**src/sv/assert_macros.svh**
```systemverilog
// Assertion helpers included by the top-level RTL file.
`ifndef ASSERT_MACROS_SVH
`define ASSERT_MACROS_SVH

// Property must hold at every rising edge outside reset.
`define ASSERT_AT(lbl, clk, rst_n, prop, msg) \
	lbl: assert property (@(posedge clk) disable iff (!rst_n) (prop)) else $error(msg);

// Condition must never be seen at a rising edge outside reset.
`define ASSERT_NEVER(lbl, clk, rst_n, cond, msg) \
	lbl: assert property (@(posedge clk) disable iff (!rst_n) !(cond)) else $error(msg);

`endif

```
**src/sv/isr_pkg.sv**
```systemverilog
package isr_pkg;

	// One stored stack word.
	typedef logic signed [31:0] word_t;

	// Request kinds.
	localparam logic [1:0] OP_PUSH = 2'd0;
	localparam logic [1:0] OP_POP  = 2'd1;
	localparam logic [1:0] OP_ROLL = 2'd2;

	// Result status codes.
	localparam logic [1:0] STAT_OK      = 2'd0;
	localparam logic [1:0] STAT_EMPTY   = 2'd1;
	localparam logic [1:0] STAT_BAD_POS = 2'd2;
	localparam logic [1:0] STAT_FULL    = 2'd3;

	// What a cell loads at the next edge. Up is toward the top of the stack.
	typedef enum logic [1:0] {
		CMD_HOLD,
		CMD_FROM_UP,
		CMD_FROM_DOWN
	} cell_cmd_t;

	// Controller states.
	typedef enum logic {
		S_IDLE,
		S_ROLL
	} state_t;

	typedef struct packed {
		logic [1:0] op;
		word_t      push_value;
		logic [4:0] position;
	} req_beat_t;

	typedef struct packed {
		word_t      popped_value;
		logic [1:0] status;
		logic       is_empty;
	} rsp_beat_t;

endpackage

```
**src/sv/int_stack_with_roll_top.sv**
```systemverilog
// Bounded LIFO stack of signed 32-bit words with push, pop and roll-to-top.
// Requests arrive on the req channel (req_valid, req_stall, req) and every
// request returns exactly one beat on the rsp channel (rsp_valid, rsp_stall,
// rsp) carrying the popped word, a status code and the empty flag.
// The words sit in a chain of STACK_DEPTH cells with the top in cell 0; push
// and pop shift every cell of the chain by one place together.
// Push, pop, rejected requests and rolls at depth 0 or 1 stay in S_IDLE: the
// response appears in the cycle after the request beat, and a new request can
// be taken every cycle while the receiver keeps up.
// A roll at depth p passes through S_ROLL: after the accepting edge the entry
// walks toward the top by one neighbor exchange per cycle, p - 1 exchanges in all.
// req_stall is high while a roll is under way.
// The response sits in an output register; while rsp_stall holds it there the
// block takes no new request, and it resumes as soon as that beat leaves.
// Reset empties the stack (count zero) and drops any pending response; the
// stored words are not cleared.
module int_stack_with_roll_top #(
	parameter int STACK_DEPTH = 16
) (
	input  logic               clk,
	input  logic               arst_n,
	input  logic               req_valid,
	output logic               req_stall,
	input  isr_pkg::req_beat_t req,
	output logic               rsp_valid,
	input  logic               rsp_stall,
	output isr_pkg::rsp_beat_t rsp
);
	import isr_pkg::*;
	`include "assert_macros.svh"

	localparam int CW = $clog2(STACK_DEPTH + 1);
	localparam int KW = $clog2(STACK_DEPTH);
	localparam int AW = CW + 1;

	state_t          state_q, state_d;
	logic [CW-1:0]   count_q, count_d;
	logic [KW-1:0]   k_q, k_d;
	logic            rsp_valid_q;
	rsp_beat_t       rsp_q;
	logic            accept;
	logic            post;
	rsp_beat_t       post_beat;
	logic            full;
	logic            pos_bad;
	cell_cmd_t       cmd [STACK_DEPTH];
	word_t           cell_word [STACK_DEPTH];

	// The chain of cells; cell 0 is the top of the stack.
	for (genvar gi = 0; gi < STACK_DEPTH; gi++) begin : g_cell
		word_t up_word;
		word_t down_word;
		if (gi == 0) begin : g_top
			assign up_word = req.push_value;
		end else begin : g_mid_up
			assign up_word = cell_word[gi-1];
		end
		if (gi == STACK_DEPTH - 1) begin : g_bottom
			assign down_word = '0;
		end else begin : g_mid_down
			assign down_word = cell_word[gi+1];
		end
		isr_cell u_cell (
			.clk       (clk),
			.cmd       (cmd[gi]),
			.up_word   (up_word),
			.down_word (down_word),
			.word_q    (cell_word[gi])
		);
	end

	// Take a request only when idle and the output register is free or draining.
	assign req_stall = (state_q != S_IDLE) || (rsp_valid_q && rsp_stall);
	assign accept    = req_valid && !req_stall;
	assign full      = (count_q == CW'(STACK_DEPTH));
	assign pos_bad   = (32'(req.position) > 32'(count_q));

	// Next state, count, cell commands and the response to post.
	always_comb begin
		state_d   = state_q;
		count_d   = count_q;
		k_d       = k_q;
		post      = 1'b0;
		post_beat = '{popped_value: '0, status: STAT_OK, is_empty: (count_q == '0)};
		for (int i = 0; i < STACK_DEPTH; i++) begin
			cmd[i] = CMD_HOLD;
		end
		case (state_q)
			S_IDLE: begin
				if (accept) begin
					post = 1'b1;
					case (req.op)
						OP_PUSH: begin
							if (full) begin
								post_beat.status = STAT_FULL;
							end else begin
								for (int i = 0; i < STACK_DEPTH; i++) begin
									cmd[i] = CMD_FROM_UP;
								end
								count_d            = count_q + CW'(1);
								post_beat.is_empty = 1'b0;
							end
						end
						OP_POP: begin
							if (count_q == '0) begin
								post_beat.status = STAT_EMPTY;
							end else begin
								for (int i = 0; i < STACK_DEPTH; i++) begin
									cmd[i] = CMD_FROM_DOWN;
								end
								count_d                = count_q - CW'(1);
								post_beat.popped_value = cell_word[0];
								post_beat.is_empty     = (count_q == CW'(1));
							end
						end
						OP_ROLL: begin
							if (req.position > 5'd1) begin
								if (pos_bad) begin
									post_beat.status = STAT_BAD_POS;
								end else begin
									// Exchanges run from depth p-1/p up to the top.
									post    = 1'b0;
									state_d = S_ROLL;
									k_d     = KW'(32'(req.position) - 32'd2);
								end
							end
						end
						default: begin
						end
					endcase
				end
			end
			S_ROLL: begin
				// Exchange cells k and k+1, moving the rolled word one place up.
				for (int i = 0; i < STACK_DEPTH; i++) begin
					if (KW'(i) == k_q) begin
						cmd[i] = CMD_FROM_DOWN;
					end else if (i > 0 && KW'(i - 1) == k_q) begin
						cmd[i] = CMD_FROM_UP;
					end
				end
				if (k_q == '0) begin
					post    = 1'b1;
					state_d = S_IDLE;
				end else begin
					k_d = k_q - KW'(1);
				end
			end
			default: begin
				state_d = S_IDLE;
			end
		endcase
	end

	// Control registers.
	always_ff @(posedge clk or negedge arst_n) begin
		if (!arst_n) begin
			state_q <= S_IDLE;
			count_q <= '0;
			k_q     <= '0;
		end else begin
			state_q <= state_d;
			count_q <= count_d;
			k_q     <= k_d;
		end
	end

	// Output register; a new beat is posted only when the slot is free or its beat is leaving.
	always_ff @(posedge clk or negedge arst_n) begin
		if (!arst_n) begin
			rsp_valid_q <= 1'b0;
		end else if (post) begin
			rsp_valid_q <= 1'b1;
		end else if (rsp_valid_q && !rsp_stall) begin
			rsp_valid_q <= 1'b0;
		end
	end

	always_ff @(posedge clk) begin
		if (post) begin
			rsp_q <= post_beat;
		end
	end

	assign rsp_valid = rsp_valid_q;
	assign rsp       = rsp_q;

	`ASSERT_AT(a_count_bound, clk, arst_n, count_q <= CW'(STACK_DEPTH), "entry count past depth")
	`ASSERT_AT(a_roll_in_range, clk, arst_n,
		(state_q == S_ROLL) |-> ((AW'(k_q) + AW'(1)) < AW'(count_q)), "roll index past count")
	`ASSERT_NEVER(a_post_over_full, clk, arst_n, post && rsp_valid_q && rsp_stall,
		"response posted over a held beat")
	`ASSERT_AT(a_roll_keeps_count, clk, arst_n,
		(state_q == S_ROLL) |=> $stable(count_q), "count changed during roll")

endmodule

```
**src/sv/isr_cell.sv**
```systemverilog
module isr_cell (
	input  logic              clk,
	input  isr_pkg::cell_cmd_t cmd,
	input  isr_pkg::word_t    up_word,
	input  isr_pkg::word_t    down_word,
	output isr_pkg::word_t    word_q
);
	import isr_pkg::*;

	// One stack slot: keep its word or take a neighbor's.
	always_ff @(posedge clk) begin
		case (cmd)
			CMD_FROM_UP:   word_q <= up_word;
			CMD_FROM_DOWN: word_q <= down_word;
			default:       word_q <= word_q;
		endcase
	end

endmodule

```
**config.mk**
```make
export PLATFORM = sky130hd
export DESIGN_NAME = int_stack_with_roll_top
export DESIGN_NICKNAME = d
export VERILOG_FILES = /design/src/sv/isr_pkg.sv /design/src/sv/int_stack_with_roll_top.sv /design/src/sv/isr_cell.sv
export VERILOG_INCLUDE_DIRS = /design/src /design/src/sv
export SDC_FILE = /design/constraint.sdc
export NUM_CORES = 1
export LEC_CHECK = 0
export BUFFER_PORTS_ARGS = -buffer_cell sky130_fd_sc_hd__buf_2
export CAP_MARGIN = 40
export CORE_MARGIN = 2
export CORE_UTILIZATION = 50
export DETAILED_ROUTE_END_ITERATION = 8
export MAX_ROUTING_LAYER = met4
export PLACE_DENSITY = 0.66
export SLEW_MARGIN = 15
export SYNTH_ARGS = -nofsm -noshare
export SYNTH_HDL_FRONTEND = slang
export SYNTH_SLANG_ARGS = --single-unit
```
**constraint.sdc**
```tcl
create_clock -name clk -period 7.8 [get_ports clk]
set_input_delay 1.56 -clock clk [delete_from_list [all_inputs] [get_ports clk]]
set_output_delay 1.56 -clock clk [all_outputs]
set_load 0.05 [all_outputs]
```
==> results.rst <==
.. list-table::
   :header-rows: 1

   * - Metric
     - Value
   * - Post-synthesis sequential area ratio
     - around 69%
   * - Placed cell area
     - 25,300 um2
   * - Port Buffers
     - between 70 and 80
   * - Met3 track demand over resource
     - under 10%
   * - Layout Utilization
     - a little under three fifths
   * - Worst endpoint data arrival time
     - just over 4 ns
   * - Die ar.
     - 49,800 um2
   * - Cells after synthesis
     - ~1,400
   * - Routability congestion estimate from global placement
     - 0.815
   * - Maximum clock insertion buffer count
     - 3
   * - Fraction of power spent switching nets
     - between 20% and 30%
   * - Power per cell area
     - between 300 and 400 nW/um2
   * - Synthesized flop and latch total
     - ~560
   * - Synthesis Warnings
     - 0
   * - Maximum fanout along the worst path
     - 32
   * - Fin crit period
     - approximately 3.7 ns
   * - Total Wirelength
     - about 45,000 um
   * - Dominant register cell in the synthesized netlist
     - sky130_fd_sc_hd__edfxtp_1
   * - Clock root buffer
     - sky130_fd_sc_hd__clkbuf_16
   * - Part of the total power dissipated in combinational logic
     - 23.7%
   * - Total I/O pin count
     - 80
   * - Residual overflow from global routing
     - 0
   * - Final clock period utilization by the worst path
     - between 40% and 50%
   * - Least setup slack across all paths after layout
     - roughly 4.1 ns
   * - Net count after synthesis
     - approximately 1,400
   * - Chip Width
     - 223 um
   * - Clk pwr share
     - about a quarter
   * - Top cell type's share of synthesized area
     - just under 70%
   * - Max-Slew Margin vs Limit
     - between 40 and 50%
   * - Fin area
     - ~27,000 um2
   * - Category of the worst setup path launch point
     - input port
   * - TritonCTS clock tree
     - built
   * - Number of distinct standard cells referenced by the synthesized netlist
     - 43
   * - Vertical die dimension
     - 223 um
   * - Antenna diode count
     - 0
   * - Post-DP HPWL
     - between 30,000 and 40,000 um
   * - Setup repair after global routing missed its margin
     - false
   * - Busiest grt layer
     - met2
   * - Clock latency on the worst-skew pair
     - 0.60 ns
   * - Initial antenna violation count
     - 0
   * - Number of buffers inserted during clock tree synthesis
     - 56
   * - Dominant cell type by area after synthesis
     - sky130_fd_sc_hd__edfxtp_1
   * - Layout cells sized above 1
     - about 43%
   * - Synth top cells by count
     - sky130_fd_sc_hd__edfxtp_1 (547), sky130_fd_sc_hd__mux2_2 (440), sky130_fd_sc_hd__buf_1 (45)
   * - Internal portion of total power
     - roughly 7.1 mW
   * - Cell area after synthesis
     - roughly 24,000 um2
   * - Average instance area after synthesis
     - between 15 and 20 um2
   * - Residual DRC
     - 0
   * - Met2 track demand over resource in global routing
     - about a third
   * - Number of global-route vias before repair
     - around 13,000
   * - Sw Pwr
     - 2.90 mW
   * - Count of instances resized after the clock tree is built
     - 0
   * - Critical path class
     - input port to flop
   * - Initial DRT Pass Iterations
     - 5
   * - Count of flip-flops with a built-in enable after synthesis
     - around 550
   * - Max-slew violation count
     - 0
   * - Std-Cell Rows
     - 80
   * - Async S/R FF share, synth
     - 1.97%
   * - Worst setup slack before clock tree synthesis
     - ~3.4 ns
   * - Setup fix buffers added after clock tree synthesis
     - 0
   * - Drt via density
     - roughly 5.5
   * - Maximum frequency from static timing analysis
     - around 0.27 GHz
   * - Total via count in the routed design
     - 11,728
   * - Number of failing hold endpoints at the final stage
     - 0
   * - Setup Viol. Count Final
     - 0
   * - Met1 capacity usage during global routing
     - 24.1%
   * - Number of routed nets with antenna violations
     - 0
   * - Worst hold path class
     - flop to flop
   * - Worst Hold Margin
     - 0.530 ns
   * - Pin count of the biggest net entering global routing
     - 33
   * - Setup TNS after final layout
     - 0 ns
   * - Drt wl/cell
     - 21.5 um
   * - Pin slew with the least headroom to its limit
     - around 0.83 ns
   * - Maximum ir drop on the vdd rail
     - 271 uV
   * - Top-count cell post-synth
     - sky130_fd_sc_hd__edfxtp_1
   * - Wire length of the first global-routing pass
     - ~70,000 um
   * - Required arrival time at the worst endpoint
     - slightly above 8 ns
   * - Clock transition at the registers of the reported paths
     - around 0.06 ns
   * - Effective utilization at floorplan
     - between 50% and 60%
   * - Core area
     - between 40,000 and 50,000 um2
   * - Global router's overall resource usage
     - 19.1%
   * - Power share of the sequential group
     - between 50% and 60%
   * - Worst clock skew
     - approximately 0.015 ns
   * - Ranking of synthesized cells by area
     - sky130_fd_sc_hd__edfxtp_1 (68%), sky130_fd_sc_hd__mux2_2 (21%), sky130_fd_sc_hd__mux2_1 (2.0%), sky130_fd_sc_hd__ha_1 (1.7%), sky130_fd_sc_hd__dfrtp_1 (1.1%)
   * - Kind of end point of the critical path
     - flop
   * - Iteration-0 DRC count of the detailed router
     - around 800
   * - Number of buffers added to fix hold violations after cts
     - 0
   * - Max-cap violations
     - 0
   * - Leak Pwr
     - 9.17 nW
   * - Minimum setup slack among reg-to-reg paths
     - approximately 4.5 ns
   * - Growth of design area from synthesis to finish
     - 12.7%
   * - Nets
     - 1,531
   * - Outcome
     - finished, final reports clean
   * - Clock H-tree levels
     - 2
   * - Number of sinks driven by the clock tree
     - approximately 560
[kinds of logic after synthesis]
family / synth area share [%]
flip-flops: 69.5
multiplexers: 22.7
XOR/XNOR: 0.328
buffers and inverters: 1.69
AO/OA/AOI/OAI: 1.26
adder cells (fa/ha/maj): 1.67
AND/OR/NAND/NOR: 2.88
[cells in the final DEF (no fill, tap or decap), types with 4 or more instances in the layout]
cell,instances
sky130_fd_sc_hd__nor2b_1,35
sky130_fd_sc_hd__ha_1,31
sky130_fd_sc_hd__a31oi_1,7
sky130_fd_sc_hd__xnor2_1,6
sky130_fd_sc_hd__nand2_1,19
sky130_fd_sc_hd__clkinv_2,9
sky130_fd_sc_hd__edfxtp_1,547
sky130_fd_sc_hd__clkbuf_8,4
sky130_fd_sc_hd__a21oi_1,15
sky130_fd_sc_hd__o21ai_1,17
sky130_fd_sc_hd__dfrtp_1,11
sky130_fd_sc_hd__buf_4,24
sky130_fd_sc_hd__clkbuf_16,58
sky130_fd_sc_hd__mux2_2,440
sky130_fd_sc_hd__clkinv_1,12
sky130_fd_sc_hd__buf_16,5
sky130_fd_sc_hd__inv_2,7
sky130_fd_sc_hd__mux2_1,42
sky130_fd_sc_hd__nor2_1,12
sky130_fd_sc_hd__inv_1,22
sky130_fd_sc_hd__clkbuf_1,16
sky130_fd_sc_hd__and2_1,32
sky130_fd_sc_hd__buf_2,79
[power groups by stage]
stage / clock [mW] / sequential, mW / combinational [mW]
after floorplan: 0 / 5.07 / 1.63
after global placement: 0 / 5.17 / 2.24
after detailed placement: 0 / 5.17 / 2.40
after CTS: 2.62 / 5.11 / 2.41
after global routing: 2.74 / 5.19 / 2.61
final: 2.56 / 5.09 / 2.38
[worst paths after layout]
| check | startpoint | endpoint | cells after the start |
|---|---|---|---|
| worst max-delay path | rsp_stall | g_cell[14].u_cell.word_q[16]$_DFFE_PP_ | 8 |
| worst min-delay path | g_cell[15].u_cell.word_q[3]$_SDFFCE_PN0P_ | g_cell[14].u_cell.word_q[3]$_DFFE_PP_ | 1 |
| worst max register to register | state_q$_DFF_PN0_ | g_cell[14].u_cell.word_q[16]$_DFFE_PP_ | 7 |
| worst min register to register | g_cell[15].u_cell.word_q[3]$_SDFFCE_PN0P_ | g_cell[14].u_cell.word_q[3]$_DFFE_PP_ | 1 |
| max in group asynchronous | arst_n | k_q[3]$_DFFE_PN0P_ | 1 |
| min in group asynchronous | arst_n | rsp_valid$_DFFE_PN0P_ | 1 |
[area by class of cell]
type / count / area, um2
fill: 3689 / 20600
inverter: 30 / 113
clock inverter: 26 / 185
timing repair buffer: 113 / 798
sequential: 558 / 16700
tap: 615 / 769
multi-input combinational: 697 / 6950
clock buffer: 78 / 1570
[registers in the layout, indices dropped and copies added, names as in the netlist]
signal and flops:
g_cell.u_cell.word_q 512, rsp 35, count_q 5, state_q 1, k_q 4, rsp_valid 1
[layer usage]
layer,wire [um],up-vias
li1,-,5406
met1,19600,6065
met2,23600,182
met3,1290,75
met4,1030,0
met5,0,-
[critical path, stage by stage]
cell,delay (ns)
sky130_fd_sc_hd__buf_2,0.11
sky130_fd_sc_hd__a21oi_2,0.16
sky130_fd_sc_hd__nand2_1,0.31
sky130_fd_sc_hd__or3_1,0.66
sky130_fd_sc_hd__o21ai_1,0.17
sky130_fd_sc_hd__ha_1,0.16
sky130_fd_sc_hd__buf_4,0.47
sky130_fd_sc_hd__mux2_2,0.40
[through the flow]
step	std cells	power [mW]
2_1_floorplan	1359	6.70
3_3_place_gp	2003	7.41
3_5_place_dp	2012	7.57
4_1_cts	2116	10.1
5_1_grt	2117	10.5
6_report	2117	10.0
(Power assumes the default switching activity.)
